===== config.mk =====
export PLATFORM = sky130hd
export DESIGN_NAME = script_token_lexer
export DESIGN_NICKNAME = d
export VERILOG_FILES = /design/src/hw/rtl/stl_pkg.sv /design/src/hw/rtl/stl_front.sv /design/src/hw/rtl/stl_queue.sv /design/src/hw/rtl/stl_back.sv /design/src/hw/rtl/script_token_lexer.sv
export VERILOG_INCLUDE_DIRS = /design/src /design/src/hw/rtl
export SDC_FILE = /design/constraint.sdc
export NUM_CORES = 1
export LEC_CHECK = 0
export ABC_AREA = 0
export BUFFER_PORTS_ARGS = -buffer_cell sky130_fd_sc_hd__buf_2
export CORE_MARGIN = 2
export CORE_UTILIZATION = 54
export CTS_CLUSTER_DIAMETER = 40
export CTS_CLUSTER_SIZE = 14
export DETAILED_ROUTE_END_ITERATION = 8
export PLACE_DENSITY = 0.7
export SLEW_MARGIN = 40
export SYNTH_ARGS = -nofsm -noshare
export SYNTH_HDL_FRONTEND = slang
export SYNTH_HIERARCHICAL = 1
export SYNTH_SLANG_ARGS = --single-unit

===== constraint.sdc =====
create_clock -name clk_i -period 19.35 [get_ports clk_i]
set_input_delay 2.9025 -clock clk_i [delete_from_list [all_inputs] [get_ports clk_i]]
set_output_delay 2.9025 -clock clk_i [all_outputs]
set_load 0.01 [all_outputs]

===== src/hw/rtl/script_token_lexer_defines.svh =====
// ---------------------------------------------------------------------------
// Script token lexer: assertion macros
// Shared assertion helpers for the lexer modules.
// ---------------------------------------------------------------------------
`ifndef SCRIPT_TOKEN_LEXER_DEFINES_SVH
`define SCRIPT_TOKEN_LEXER_DEFINES_SVH

// Concurrent assertion on a named clock and active-low reset.
`define STL_ASSERT_CLK(label, clk, rst_n, prop, msg) \
  label: assert property (@(posedge clk) disable iff (!rst_n) prop) else $error(msg);

// Concurrent assertion on the block clock and reset.
`define STL_ASSERT(label, prop, msg) \
  `STL_ASSERT_CLK(label, clk_i, rst_ni, prop, msg)

`endif


===== src/hw/rtl/stl_pkg.sv =====
// ---------------------------------------------------------------------------
// Script token lexer package
// Token codes, token and queue word types, and character classification.
// ---------------------------------------------------------------------------
`timescale 1ns / 1ps
`default_nettype none

package stl_pkg;

  // Default configuration.
  localparam int unsigned SourceBytesDef  = 65536;
  localparam int unsigned KeywordCharsDef = 6;
  localparam int unsigned QueueDepthDef   = 4;

  // Token kinds.
  localparam logic [5:0] KindSlash  = 6'd9;
  localparam logic [5:0] KindBang   = 6'd11;
  localparam logic [5:0] KindIdent  = 6'd19;
  localparam logic [5:0] KindString = 6'd20;
  localparam logic [5:0] KindNumber = 6'd21;
  localparam logic [5:0] KindAnd    = 6'd22;
  localparam logic [5:0] KindClass  = 6'd23;
  localparam logic [5:0] KindElse   = 6'd24;
  localparam logic [5:0] KindFalse  = 6'd25;
  localparam logic [5:0] KindFor    = 6'd26;
  localparam logic [5:0] KindFun    = 6'd27;
  localparam logic [5:0] KindIf     = 6'd28;
  localparam logic [5:0] KindNil    = 6'd29;
  localparam logic [5:0] KindOr     = 6'd30;
  localparam logic [5:0] KindPrint  = 6'd31;
  localparam logic [5:0] KindReturn = 6'd32;
  localparam logic [5:0] KindSuper  = 6'd33;
  localparam logic [5:0] KindThis   = 6'd34;
  localparam logic [5:0] KindTrue   = 6'd35;
  localparam logic [5:0] KindVar    = 6'd36;
  localparam logic [5:0] KindWhile  = 6'd37;
  localparam logic [5:0] KindError  = 6'd38;
  localparam logic [5:0] KindEof    = 6'd39;

  // Error codes.
  localparam logic [1:0] ErrNone         = 2'd0;
  localparam logic [1:0] ErrUnexpected   = 2'd1;
  localparam logic [1:0] ErrUnterminated = 2'd2;

  // One token.
  typedef struct packed {
    logic [5:0]  kind;
    logic [15:0] start;
    logic [15:0] length;
    logic [15:0] line;
    logic [1:0]  err;
  } stl_token_t;

  // Queue word: the tokens raised by one source byte, oldest in tok0.
  typedef struct packed {
    logic       two;
    stl_token_t tok0;
    stl_token_t tok1;
  } stl_entry_t;

  // Queue status seen by both sides.
  typedef struct packed {
    logic full;
    logic empty;
  } stl_qstat_t;

  // Keyword lookup on the first six identifier bytes, first byte in the top bits.
  function automatic logic [5:0] keyword_kind(input logic [47:0] text, input logic [2:0] len);
    logic [5:0] k;
    k = KindIdent;
    case (len)
      3'd2: begin
        if (text[47:32] == "if") k = KindIf;
        else if (text[47:32] == "or") k = KindOr;
      end
      3'd3: begin
        if (text[47:24] == "and") k = KindAnd;
        else if (text[47:24] == "for") k = KindFor;
        else if (text[47:24] == "fun") k = KindFun;
        else if (text[47:24] == "nil") k = KindNil;
        else if (text[47:24] == "var") k = KindVar;
      end
      3'd4: begin
        if (text[47:16] == "else") k = KindElse;
        else if (text[47:16] == "this") k = KindThis;
        else if (text[47:16] == "true") k = KindTrue;
      end
      3'd5: begin
        if (text[47:8] == "class") k = KindClass;
        else if (text[47:8] == "false") k = KindFalse;
        else if (text[47:8] == "print") k = KindPrint;
        else if (text[47:8] == "super") k = KindSuper;
        else if (text[47:8] == "while") k = KindWhile;
      end
      3'd6: begin
        if (text == "return") k = KindReturn;
      end
      default: k = KindIdent;
    endcase
    return k;
  endfunction

  // Single-character punctuation: valid flag over the kind.
  function automatic logic [6:0] punct_kind(input logic [7:0] c);
    logic [6:0] r;
    case (c)
      "(":     r = {1'b1, 6'd0};
      ")":     r = {1'b1, 6'd1};
      "{":     r = {1'b1, 6'd2};
      "}":     r = {1'b1, 6'd3};
      ",":     r = {1'b1, 6'd4};
      ".":     r = {1'b1, 6'd5};
      "-":     r = {1'b1, 6'd6};
      "+":     r = {1'b1, 6'd7};
      ";":     r = {1'b1, 6'd8};
      "*":     r = {1'b1, 6'd10};
      default: r = {1'b0, 6'd0};
    endcase
    return r;
  endfunction

  // Operators that may take a trailing '=': valid flag over the operator index.
  function automatic logic [2:0] op_code(input logic [7:0] c);
    logic [2:0] r;
    case (c)
      "!":     r = 3'b100;
      "=":     r = 3'b101;
      ">":     r = 3'b110;
      "<":     r = 3'b111;
      default: r = 3'b000;
    endcase
    return r;
  endfunction

endpackage

`default_nettype wire


===== src/hw/rtl/stl_front.sv =====
// ---------------------------------------------------------------------------
// Script token lexer: front end
// Takes one source byte a cycle unless the token queue is full, updates the lexer
// mode and writes the tokens that the byte completes into the queue as one word.
// ---------------------------------------------------------------------------
`timescale 1ns / 1ps
`default_nettype none
`include "script_token_lexer_defines.svh"

module stl_front #(
  parameter int unsigned SourceBytes  = stl_pkg::SourceBytesDef,
  parameter int unsigned KeywordChars = stl_pkg::KeywordCharsDef
) (
  input  wire logic                clk_i,
  input  wire logic                rst_ni,
  input  wire logic                push_i,
  input  wire logic [7:0]          src_byte_i,
  output      logic                full_o,
  input  wire stl_pkg::stl_qstat_t qstat_i,
  output      logic                q_push_o,
  output      stl_pkg::stl_entry_t q_entry_o
);

  localparam int unsigned PosLimitInt = (SourceBytes - 1 < 65535) ? SourceBytes - 1 : 65535;
  localparam logic [15:0] PosLimit    = 16'(PosLimitInt);
  localparam int unsigned IdxW        = $clog2(KeywordChars);

  // Lexer modes.
  localparam logic [2:0] ModeIdle    = 3'd0;
  localparam logic [2:0] ModeSlash   = 3'd1;
  localparam logic [2:0] ModeOp      = 3'd2;
  localparam logic [2:0] ModeComment = 3'd3;
  localparam logic [2:0] ModeInt     = 3'd4;
  localparam logic [2:0] ModeFrac    = 3'd5;
  localparam logic [2:0] ModeIdent   = 3'd6;
  localparam logic [2:0] ModeString  = 3'd7;

  localparam logic [7:0]  ChNewline = 8'h0A;
  localparam logic [15:0] LineMax   = 16'hFFFF;
  localparam logic [2:0]  IdLenMax  = 3'd7;

  logic [2:0]  mode_q, mode_d;
  logic [1:0]  op_q, op_d;
  logic [15:0] pos_q, pos_d;
  logic [15:0] begin_q, begin_d;
  logic [15:0] line_q, line_d;
  logic [2:0]  idlen_q, idlen_d;
  logic [7:0]  prefix_q [KeywordChars];

  logic            acc, eof, again;
  logic            digit_ch, letter_ch, is_blank;
  logic [6:0]      punct;
  logic [2:0]      opc;
  logic [15:0]     pos_inc;
  logic [5:0]      flush_kind;
  logic            flush_valid;
  logic            pre_we;
  logic [IdxW-1:0] pre_idx;
  logic            t1v, t2v;
  stl_pkg::stl_token_t t1, t2;

  assign acc    = push_i && !qstat_i.full;
  assign full_o = qstat_i.full;
  assign eof    = (src_byte_i == 8'h00);

  // Character classes of the incoming byte.
  assign digit_ch  = src_byte_i inside {["0":"9"]};
  assign letter_ch = src_byte_i inside {["a":"z"], ["A":"Z"], "_"};
  assign is_blank  = src_byte_i inside {" ", 8'h0D, 8'h09};
  assign punct     = stl_pkg::punct_kind(src_byte_i);
  assign opc       = stl_pkg::op_code(src_byte_i);

  // Next offset, held at the limit once reached.
  assign pos_inc = (pos_q < PosLimit) ? pos_q + 16'd1 : PosLimit;

  // Kind of the token pending in the current mode.
  always_comb begin
    flush_valid = 1'b1;
    case (mode_q)
      ModeSlash:           flush_kind = stl_pkg::KindSlash;
      ModeOp:              flush_kind = stl_pkg::KindBang + {3'b000, op_q, 1'b0};
      ModeInt, ModeFrac:   flush_kind = stl_pkg::KindNumber;
      ModeIdent: begin
        flush_kind = stl_pkg::keyword_kind({prefix_q[0], prefix_q[1], prefix_q[2],
                                            prefix_q[3], prefix_q[4], prefix_q[5]}, idlen_q);
      end
      ModeString:          flush_kind = stl_pkg::KindError;
      default: begin
        flush_kind  = stl_pkg::KindEof;
        flush_valid = 1'b0;
      end
    endcase
  end

  // Mode update: first close or extend the pending token, then start a new one.
  always_comb begin
    mode_d  = mode_q;
    op_d    = op_q;
    pos_d   = pos_q;
    begin_d = begin_q;
    line_d  = line_q;
    idlen_d = idlen_q;
    pre_we  = 1'b0;
    pre_idx = '0;
    again   = 1'b0;
    t1v     = 1'b0;
    t2v     = 1'b0;
    t1 = '{kind: flush_kind, start: begin_q, length: pos_q - begin_q,
           line: line_q, err: stl_pkg::ErrNone};
    t2 = '{kind: stl_pkg::KindEof, start: pos_q, length: 16'd0,
           line: line_q, err: stl_pkg::ErrNone};
    if (acc) begin
      if (eof) begin
        // End of source: flush, emit the end token and restart.
        t1v = flush_valid;
        if (mode_q == ModeString) t1.err = stl_pkg::ErrUnterminated;
        t2v     = 1'b1;
        mode_d  = ModeIdle;
        op_d    = 2'd0;
        pos_d   = 16'd0;
        begin_d = 16'd0;
        line_d  = 16'd1;
        idlen_d = 3'd0;
      end else begin
        pos_d = pos_inc;
        case (mode_q)
          ModeSlash: begin
            if (src_byte_i == "/") begin
              mode_d = ModeComment;
            end else begin
              t1v    = 1'b1;
              mode_d = ModeIdle;
              again  = 1'b1;
            end
          end
          ModeOp: begin
            mode_d = ModeIdle;
            t1v    = 1'b1;
            if (src_byte_i == "=") begin
              t1.kind   = flush_kind + 6'd1;
              t1.length = pos_inc - begin_q;
            end else begin
              again = 1'b1;
            end
          end
          ModeComment: begin
            if (src_byte_i == ChNewline) begin
              mode_d = ModeIdle;
              again  = 1'b1;
            end
          end
          ModeInt, ModeFrac: begin
            if (digit_ch) begin
              mode_d = mode_q;
            end else if (src_byte_i == "." && mode_q == ModeInt) begin
              mode_d = ModeFrac;
            end else begin
              t1v    = 1'b1;
              mode_d = ModeIdle;
              again  = 1'b1;
            end
          end
          ModeIdent: begin
            if (letter_ch || digit_ch) begin
              if (32'(idlen_q) < KeywordChars) begin
                pre_we  = 1'b1;
                pre_idx = idlen_q[IdxW-1:0];
              end
              if (idlen_q != IdLenMax) idlen_d = idlen_q + 3'd1;
            end else begin
              t1v    = 1'b1;
              mode_d = ModeIdle;
              again  = 1'b1;
            end
          end
          ModeString: begin
            if (src_byte_i == "\"") begin
              t1v       = 1'b1;
              t1.kind   = stl_pkg::KindString;
              t1.length = pos_inc - begin_q;
              mode_d    = ModeIdle;
            end else if (src_byte_i == ChNewline && line_q != LineMax) begin
              line_d = line_q + 16'd1;
            end
          end
          default: begin
            mode_d = ModeIdle;
            again  = 1'b1;
          end
        endcase

        // Start of a new token from idle.
        if (again) begin
          if (is_blank) begin
            mode_d = ModeIdle;
          end else if (src_byte_i == ChNewline) begin
            if (line_q != LineMax) line_d = line_q + 16'd1;
          end else begin
            begin_d = pos_q;
            if (src_byte_i == "/") begin
              mode_d = ModeSlash;
            end else if (digit_ch) begin
              mode_d = ModeInt;
            end else if (letter_ch) begin
              pre_we  = 1'b1;
              pre_idx = '0;
              idlen_d = 3'd1;
              mode_d  = ModeIdent;
            end else if (src_byte_i == "\"") begin
              mode_d = ModeString;
            end else if (opc[2]) begin
              op_d   = opc[1:0];
              mode_d = ModeOp;
            end else begin
              t2v       = 1'b1;
              t2.start  = pos_q;
              t2.length = pos_inc - pos_q;
              if (punct[6]) begin
                t2.kind = punct[5:0];
              end else begin
                t2.kind = stl_pkg::KindError;
                t2.err  = stl_pkg::ErrUnexpected;
              end
            end
          end
        end
      end
    end
  end

  // Queue word for this byte.
  assign q_push_o       = t1v || t2v;
  assign q_entry_o.two  = t1v && t2v;
  assign q_entry_o.tok0 = t1v ? t1 : t2;
  assign q_entry_o.tok1 = t2;

  // Lexer state.
  always_ff @(posedge clk_i or negedge rst_ni) begin
    if (!rst_ni) begin
      mode_q  <= ModeIdle;
      op_q    <= 2'd0;
      pos_q   <= 16'd0;
      begin_q <= 16'd0;
      line_q  <= 16'd1;
      idlen_q <= 3'd0;
    end else begin
      mode_q  <= mode_d;
      op_q    <= op_d;
      pos_q   <= pos_d;
      begin_q <= begin_d;
      line_q  <= line_d;
      idlen_q <= idlen_d;
    end
  end

  // Identifier prefix kept for the keyword check.
  always_ff @(posedge clk_i) begin
    if (pre_we) prefix_q[pre_idx] <= src_byte_i;
  end

  `STL_ASSERT(a_eof_restart, acc && eof |=> mode_q == ModeIdle && pos_q == 16'd0 && line_q == 16'd1, "lexer did not restart after end of source")
  `STL_ASSERT(a_line_nonzero, line_q != 16'd0, "line counter reached zero")

endmodule

`default_nettype wire


===== src/hw/rtl/stl_queue.sv =====
// ---------------------------------------------------------------------------
// Script token lexer: token queue
// Short first-in first-out store of token words between front and back.
// ---------------------------------------------------------------------------
`timescale 1ns / 1ps
`default_nettype none
`include "script_token_lexer_defines.svh"

module stl_queue #(
  parameter int unsigned Depth = stl_pkg::QueueDepthDef
) (
  input  wire logic                clk_i,
  input  wire logic                rst_ni,
  input  wire logic                push_i,
  input  wire stl_pkg::stl_entry_t entry_i,
  input  wire logic                pop_i,
  output      stl_pkg::stl_entry_t head_o,
  output      stl_pkg::stl_qstat_t qstat_o
);

  localparam int unsigned PtrW = $clog2(Depth);
  localparam int unsigned CntW = $clog2(Depth + 1);

  stl_pkg::stl_entry_t mem_q [Depth];
  logic [PtrW-1:0] wr_q, rd_q;
  logic [CntW-1:0] count_q;
  logic            do_push, do_pop;

  assign qstat_o.full  = (count_q == CntW'(Depth));
  assign qstat_o.empty = (count_q == '0);
  assign do_push       = push_i && !qstat_o.full;
  assign do_pop        = pop_i && !qstat_o.empty;
  assign head_o        = mem_q[rd_q];

  // Pointers and fill level.
  always_ff @(posedge clk_i or negedge rst_ni) begin
    if (!rst_ni) begin
      wr_q    <= '0;
      rd_q    <= '0;
      count_q <= '0;
    end else begin
      if (do_push) wr_q <= (wr_q == PtrW'(Depth - 1)) ? '0 : wr_q + PtrW'(1);
      if (do_pop)  rd_q <= (rd_q == PtrW'(Depth - 1)) ? '0 : rd_q + PtrW'(1);
      if (do_push && !do_pop) begin
        count_q <= count_q + CntW'(1);
      end else if (do_pop && !do_push) begin
        count_q <= count_q - CntW'(1);
      end
    end
  end

  // Storage.
  always_ff @(posedge clk_i) begin
    if (do_push) mem_q[wr_q] <= entry_i;
  end

  `STL_ASSERT(a_count_bound, count_q <= CntW'(Depth), "queue fill level above depth")

endmodule

`default_nettype wire


===== src/hw/rtl/stl_back.sv =====
// ---------------------------------------------------------------------------
// Script token lexer: back end
// Splits queue words into single tokens and holds the oldest in the
// result register until it is taken.
// ---------------------------------------------------------------------------
`timescale 1ns / 1ps
`default_nettype none
`include "script_token_lexer_defines.svh"

module stl_back (
  input  wire logic                clk_i,
  input  wire logic                rst_ni,
  input  wire stl_pkg::stl_qstat_t qstat_i,
  input  wire stl_pkg::stl_entry_t head_i,
  output      logic                q_pop_o,
  input  wire logic                pop_i,
  output      logic                empty_o,
  output      stl_pkg::stl_token_t token_o,
  output      logic                last_o
);

  logic                out_valid_q;
  logic                idx_q;
  logic                last_q;
  stl_pkg::stl_token_t tok_q;
  logic                load, head_last;

  // Load the next token when the result register is free or being taken.
  assign load      = !qstat_i.empty && (!out_valid_q || pop_i);
  assign head_last = !head_i.two || idx_q;
  assign q_pop_o   = load && head_last;

  always_ff @(posedge clk_i or negedge rst_ni) begin
    if (!rst_ni) begin
      out_valid_q <= 1'b0;
      idx_q       <= 1'b0;
    end else if (load) begin
      out_valid_q <= 1'b1;
      idx_q       <= !head_last;
    end else if (pop_i) begin
      out_valid_q <= 1'b0;
    end
  end

  // Result payload.
  always_ff @(posedge clk_i) begin
    if (load) begin
      tok_q  <= idx_q ? head_i.tok1 : head_i.tok0;
      last_q <= head_last;
    end
  end

  assign empty_o = !out_valid_q;
  assign token_o = tok_q;
  assign last_o  = last_q;

  `STL_ASSERT(a_second_waits, out_valid_q && !last_q |-> !qstat_i.empty, "second token of a word lost")
  `STL_ASSERT(a_idx_follows, idx_q |-> out_valid_q && !last_q, "word split out of step with result")

endmodule

`default_nettype wire


===== src/hw/rtl/script_token_lexer.sv =====
// ---------------------------------------------------------------------------
// Script token lexer
// Turns a stream of source bytes into tokens of a small scripting language.
//
//   Channel  Direction  Handshake        Words
//   source   in         push / full      src_byte_i
//   tokens   out        pop / empty      token_kind_o .. last_of_run_o
//
// Sustains one source byte per cycle while the token queue is not full; the
// mode update is a single stage. Two tokens from one byte leave one at a
// time. Up to QueueDepth (four) words wait in the token queue, one more token
// in the result register; the source side stalls only when the queue is full.
// Reset needs no clearing pass; the block accepts bytes the cycle after it.
// ---------------------------------------------------------------------------
`timescale 1ns / 1ps
`default_nettype none

module script_token_lexer #(
  parameter int unsigned SourceBytes  = stl_pkg::SourceBytesDef,
  parameter int unsigned KeywordChars = stl_pkg::KeywordCharsDef,
  parameter int unsigned QueueDepth   = stl_pkg::QueueDepthDef
) (
  input  wire logic        clk_i,
  input  wire logic        rst_ni,
  input  wire logic        push,
  output      logic        full,
  input  wire logic [7:0]  src_byte_i,
  input  wire logic        pop,
  output      logic        empty,
  output      logic [5:0]  token_kind_o,
  output      logic [15:0] token_start_o,
  output      logic [15:0] token_length_o,
  output      logic [15:0] token_line_o,
  output      logic [1:0]  error_code_o,
  output      logic        last_of_run_o
);

  stl_pkg::stl_qstat_t qstat;
  stl_pkg::stl_entry_t q_entry, q_head;
  stl_pkg::stl_token_t token;
  logic                q_push, q_pop;

  // Byte classification and mode update.
  stl_front #(
    .SourceBytes (SourceBytes),
    .KeywordChars(KeywordChars)
  ) u_front (
    .clk_i     (clk_i),
    .rst_ni    (rst_ni),
    .push_i    (push),
    .src_byte_i(src_byte_i),
    .full_o    (full),
    .qstat_i   (qstat),
    .q_push_o  (q_push),
    .q_entry_o (q_entry)
  );

  // Words between the two halves.
  stl_queue #(
    .Depth(QueueDepth)
  ) u_queue (
    .clk_i  (clk_i),
    .rst_ni (rst_ni),
    .push_i (q_push),
    .entry_i(q_entry),
    .pop_i  (q_pop),
    .head_o (q_head),
    .qstat_o(qstat)
  );

  // Token output.
  stl_back u_back (
    .clk_i  (clk_i),
    .rst_ni (rst_ni),
    .qstat_i(qstat),
    .head_i (q_head),
    .q_pop_o(q_pop),
    .pop_i  (pop),
    .empty_o(empty),
    .token_o(token),
    .last_o (last_of_run_o)
  );

  assign token_kind_o   = token.kind;
  assign token_start_o  = token.start;
  assign token_length_o = token.length;
  assign token_line_o   = token.line;
  assign error_code_o   = token.err;

endmodule

`default_nettype wire

==> flow_summary.yaml, run 1 <==
status:
  outcome: "complete, no violations"
clock_tree:
  cts_tree: "done"
  post-cts-setup-buffers: 0
  cts.clk_slew.worst_paths_ps: 60
  cts_buffers: 78
  hold_buffers: 0
  clock_latency_ps: 610
  cts-root-buf: "clkbuf_16"
  cts_num_sinks: 622
  htreeDepth: 3
  cts_resized: 0
  max-clock-path-buffers: 3
setup_path:
  crit_type: "in -> reg"
  required_ps: 19570
  crit_arrival_ps: 7220
  timing.rr.end: "u_queue/mem_q[0][86]"
  reg2reg_from: "u_front/pos_q[1]"
  crit_path_start: "src_byte_i[6]"
  critPathMaxFanout: 72
  r2r_slack_ps: 13110
  rr_worst_depth: 15
  startpoint_type: "primary input"
  critPathCaptureType: "register"
grt:
  antenna_found_initial: 0
  grt-ovfl-total: 0
  grt_pass1_wl_mm: 96.7
  track_usage_pct: 23.3
  grt_pass1_vias: 16800
  grt_max_degree: 73
floorplanning:
  die_area_sq_um: 54400
  die_x_um: 233
  start_util_pct: 54.9
  num_io_pins: 71
  fp.dieH_um: 233
  row_count: 83
  core_area_sq_um: 51600
place:
  portBuffers: 70
  place_area_sq_um: 29300
  dp_hpwl_mm: 38.5
  gp_congestion: 0.913
timing:
  setup_viol: 0
  slew_headroom_pct: 46.1
  fin_crit_ps: 7000
  period_share_pct: 36.2
  worst_pin_slew_ps: 809
  drv_slew: 0
  rsz0062_at_grt: "false"
  final.setup.tns_ps: 0
  finalClockSkew_ps: 29.1
  fmax_ghz: 0.143
  hold_violations: 0
cells_and_area:
  final_util_pct: 61.9
  antenna_cells: 0
  drive_gt1_share_pct: 22.7
  nets: 2012
  syn2layout_area_growth_pct: 12.6
  final_area_sq_um: 31900
  n_fill_cell: 3749
yosys:
  syn_area_per_cell_sq_um: 15.1
  synth-seq-cells: 622
  netlist_instances: 1875
  synthFlopType: "edfxtp_1"
  syn_area_sq_um: 28400
  yosysTopAreaCell: "edfxtp_1"
  synth_top_area_share_pct: 59.0
  synth-edff-count: 557
  synth_warnings: 6
  ys_top_cells_by_count: "557 x edfxtp_1, 113 x mux4_2, 106 x nand2_1, 106 x o21ai_0, 90 x nor2_1"
  ys_seq_area_share_pct: 64.7
  yosys-top-cells-area: "edfxtp_1 59%, mux4_2 9.0%, dfrtp_1 5.6%, ha_1 2.3%, o21ai_0 1.9%"
  yosysUniqueCellTypes: 84
  async_reset_ff_share_pct: 10.5
  synth_most_common_cell: "edfxtp_1"
detailed_routing:
  drc: 0
  detail-route-antenna-nets: 0
  post_drt_via_cell_ratio: 6.18
  drt_iter0_markers: 1506
  via_count: 16600
  wirelength_mm: 61.0
  wl_per_cell_um: 22.7
  first_pass_iters: 6
hold_path:
  hold_path_depth: 1
  min_to: "u_queue/count_q[2]"
  hp-start: "u_queue/count_q[2]"
  min_path_type: "reg -> reg"
power:
  pwr_density_cell_nw_per_um2: 159
  leakagePower_nw: 11.0
  power_mw: 5.09
  ir_drop_uv: 134
job:
  drv_cap: 0
sequential cells by signal, summed over array words and instances (netlist names):
register / cells
u_queue/wr_q: 2
u_queue/rd_q: 2
u_front/line_q: 16
u_back/idx_q: 1
u_front/pos_q: 16
u_queue/mem_q: 452
u_front/mode_q: 3
u_back/out_valid_q: 1
u_front/prefix_q: 48
u_front/idlen_q: 3
u_back/token_o: 56
u_queue/count_q: 3
u_back/last_o: 1
u_front/op_q: 2
u_front/begin_q: 16
metrics by stage:
stage	hold WS (ps)	worst slack, ps	std cells
after detailed placement	534	11750	2544
after floorplan	468	9070	1876
after CTS	547	12380	2689
final	553	12350	2690
after global placement	528	11780	2542
after global routing	561	11960	2690
metal layers:
layer / share of wire [%] / vias to the layer above / track usage, %
li1: - / 7511 / -
met3: 6.4 / 74 / 4.09
met5: 0 / - / 0
met1: 45 / 8467 / 33.4
met2: 47 / 561 / 36.6
met4: 1.7 / 0 / 7.13
logic make-up (layout without fill, tap and decap cells):
family	after synthesis	in the layout	synth area share (%)
DFF	622	622	64.7
and+or+nand+nor	487	487	9.34
AOI/OAI and AO/OA	308	308	6.64
muxes	185	185	12.2
buffers and inverters	163	297	2.91
adders and majority gates	55	55	2.51
xor gates and xnor gates	54	54	1.67
other	1	2	0.0132
area by class of cell:
cell class / count / area [sq um] / area share, %
clock buffers: 91 / 2040 / 6.40
clock inverters: 54 / 597 / 1.87
inverters: 56 / 210 / 0.658
multi-input cells: 1091 / 9260 / 29.0
flip-flops and latches: 622 / 18400 / 57.5
well taps: 680 / 851 / 2.66
repair buffers: 96 / 616 / 1.93
cells in the final DEF (no fill, tap or decap), types with 30 or more instances in the layout:
cell and n:
mux2_2 36, nand3_1 57, buf_2 69, mux4_2 113, xnor2_1 33, clkbuf_16 80, nor3_1 33, edfxtp_1 557
inv_1 56, dfrtp_1 61, mux2_4 30, o21ai_0 105, ha_1 52, a21oi_1 74, nor2_1 87, nand2_1 106
where the power goes:
part	leakage (nW)	switching, mW	total, mW	internal (mW)
registers	5.95	0.166	2.03	1.87
clock network	1.29	0.590	1.44	0.852
logic	3.72	0.889	1.62	0.731
worst max-delay path, cell delays in order:
cell	delay (ps)
buf_2	170
nor3_1	620
a41oi_1	220
o21ai_0	550
o31ai_1	250
nor3_2	280
a21oi_1	140
a21oi_1	190
nor2b_1	430
and2_4	690
buf_6	670
worst max path at each step:
stage / depth (start not counted) / end / slack (ps)
after floorplan: 12 / u_queue/mem_q[3][0] / 9070
after global placement: 11 / u_queue/mem_q[2][30] / 11780
after detailed placement: 11 / u_queue/mem_q[2][22] / 11750
after CTS: 11 / u_queue/mem_q[2][30] / 12380
after global routing: 11 / u_queue/mem_q[1][30] / 11960
final: 11 / u_queue/mem_q[0][86] / 12350
No activity file was read; power rests on OpenSTA's default activity.
==> inputs of run 2 (changes only) <==
- PLACE_DENSITY: 0.7 -> 0.73
- clock period: 19.35 -> 6.38 ns (I/O delays scaled with it)
==> run 2 against run 1 <==
Setup slack worse by 12000 ps; routed wire length decreased by 0.56%; global-route usage is 0.25 points lower; count of clock-buffer cells in the layout is 2 lower; critical endpoint is now u_queue/mem_q[3][88].
==> flow_summary.yaml, run 2 (synthesis results as in run 1) <==
clock_tree:
  cts_tree: "done"
  post-cts-setup-buffers: 0
  cts_num_sinks: 622
  htreeDepth: 3
  max-clock-path-buffers: 3
  cts-root-buf: "clkbuf_16"
  clock_latency_ps: 620
  cts_resized: 0
  cts.clk_slew.worst_paths_ps: 60
  cts_buffers: 79
  hold_buffers: 0
timing:
  finalClockSkew_ps: 24.7
  rsz0062_at_grt: "false"
  fmax_ghz: 0.178
  worst_pin_slew_ps: 881
  setup_viol: 0
  setup_slack_ps: 774
  final.setup.tns_ps: 0
  fin_crit_ps: 5610
  period_share_pct: 87.9
  hold_violations: 0
  drv_slew: 0
  slew_headroom_pct: 40.6
setup_path:
  crit_path_start: "u_front/pos_q[1]"
  cp.buffers_inverters: 0
  reg2reg_from: "u_front/pos_q[1]"
  critPathMaxFanout: 18
  crit_type: "reg -> reg"
  cp_common_cell: "ha_1"
  r2r_slack_ps: 770
  slowest_stage: "dfrtp_1"
  rr_worst_depth: 15
  timing.rr.end: "u_queue/mem_q[3][88]"
  path_cells: "ha_1 -> and4_1 -> nand4_1 -> or3_1 -> o21ai_0 -> ha_1 -> nor2b_1 -> o31a_1 -> or2_2 -> a311o_1 -> a211oi_1 -> o31ai_1 -> xor2_1 -> mux2i_1 -> o22ai_1"
  crit_arrival_ps: 5890
  startpoint_type: "register"
  required_ps: 6670
  cp_slowest_stage_delay_ps: 700
  critPathCaptureType: "register"
  cp_top_family: "simple AND/OR/NAND/NOR gates"
place:
  dp_hpwl_mm: 37.4
  place_area_sq_um: 29300
  gp_congestion: 0.897
  dp_worst_setup_slack_ps: 902
  portBuffers: 70
grt:
  track_usage_pct: 23.0
  grt_pass1_vias: 16500
  grt_pass1_wl_mm: 95.1
  antenna_found_initial: 0
  grt_max_degree: 114
  grt-ovfl-total: 0
floorplanning:
  fp.dieH_um: 233
  die_area_sq_um: 54400
  core_area_sq_um: 51600
  row_count: 83
  num_io_pins: 71
  die_x_um: 233
  start_util_pct: 54.9
cells_and_area:
  largest_reg_flops: 452
  final_area_sq_um: 32100
  layout_commonest_cell: "edfxtp_1"
  drive_gt1_share_pct: 22.8
  layout_common_cells: "557 x edfxtp_1, 113 x mux4_2, 106 x nand2_1, 106 x o21ai_0, 87 x nor2_1"
  regMostFlops: "u_queue/mem_q"
  syn2layout_area_growth_pct: 13.0
  nets: 2015
  antenna_cells: 0
status:
  outcome: "complete, no violations"
detailed_routing:
  drc: 0
  post_drt_via_cell_ratio: 6.16
  wl_per_cell_um: 22.5
  detail-route-antenna-nets: 0
  wirelength_mm: 60.6
  drt_iter0_markers: 1646
  via_count: 16600
  first_pass_iters: 5
power:
  leakagePower_nw: 11.0
  pwr_density_cell_nw_per_um2: 484
  ir_drop_uv: 340
job:
  drv_cap: 0
hold_path:
  min_path_type: "in -> async"
==> run 2: cell count changes in the layout (fill, tap and decap cells not counted), moves of 2 or more <==
cell	before	now
buf_4	16	18
clkinv_2	10	8
clkinvlp_4	2	5
clkbuf_8	0	2
inv_6	13	9
buf_6	8	4
inv_16	0	2
clkbuf_1	11	6
clkinv_1	1	6
buf_12	3	7
==> run 2: metal layers <==
| metal | GRT usage (%) | vias to the layer above | wire length [um] |
|---|---|---|---|
| met5 | 0 | - | 0 |
| met4 | 6.75 | 0 | 1140 |
| met3 | 3.63 | 96 | 4100 |
| met2 | 36.7 | 608 | 28900 |
| met1 | 33.1 | 8387 | 26500 |
| li1 | - | 7503 | - |
==> run 2: how the worst max path moves through the flow <==
stage	depth (start not counted)	slack (ps)	endpoint
after floorplan	8	960	u_queue/count_q[1]
after global placement	15	1020	u_queue/mem_q[2][88]
after detailed placement	15	900	u_queue/mem_q[3][88]
after CTS	15	860	u_queue/mem_q[3][88]
after global routing	15	460	u_queue/mem_q[3][88]
final	15	770	u_queue/mem_q[3][88]
==> run 2: final cells by class <==
class | instances | area [sq um]
clock inverters | 58 | 628
flip-flops and latches | 622 | 18400
fillers | 3653 | 19600
multi-input cells | 1091 | 9260
clock buffers | 89 | 2080
inverters | 56 | 210
repair buffers | 98 | 666
well taps | 680 | 851
==> run 2: power by group <==
group | internal, mW | switching (mW) | leakage, nW
Combinational | 2.23 | 2.68 | 3.74
Clock | 2.63 | 1.81 | 1.32
Sequential | 5.66 | 0.506 | 5.95
Total | 10.5 | 4.99 | 11.0
==> run 2: stage by stage <==
step / utilization, % / hold slack [ps] / power [mW] / std cells
detailed placement: 56.8 / 527 / 11.1 / 2547
finish: 62.1 / 352 / 15.5 / 2694
CTS: 62.1 / 365 / 15.6 / 2694
global placement: 56.7 / 509 / 11.0 / 2546
global route: 62.1 / 391 / 16.3 / 2694
floorplan: - / 468 / 9.80 / 1876
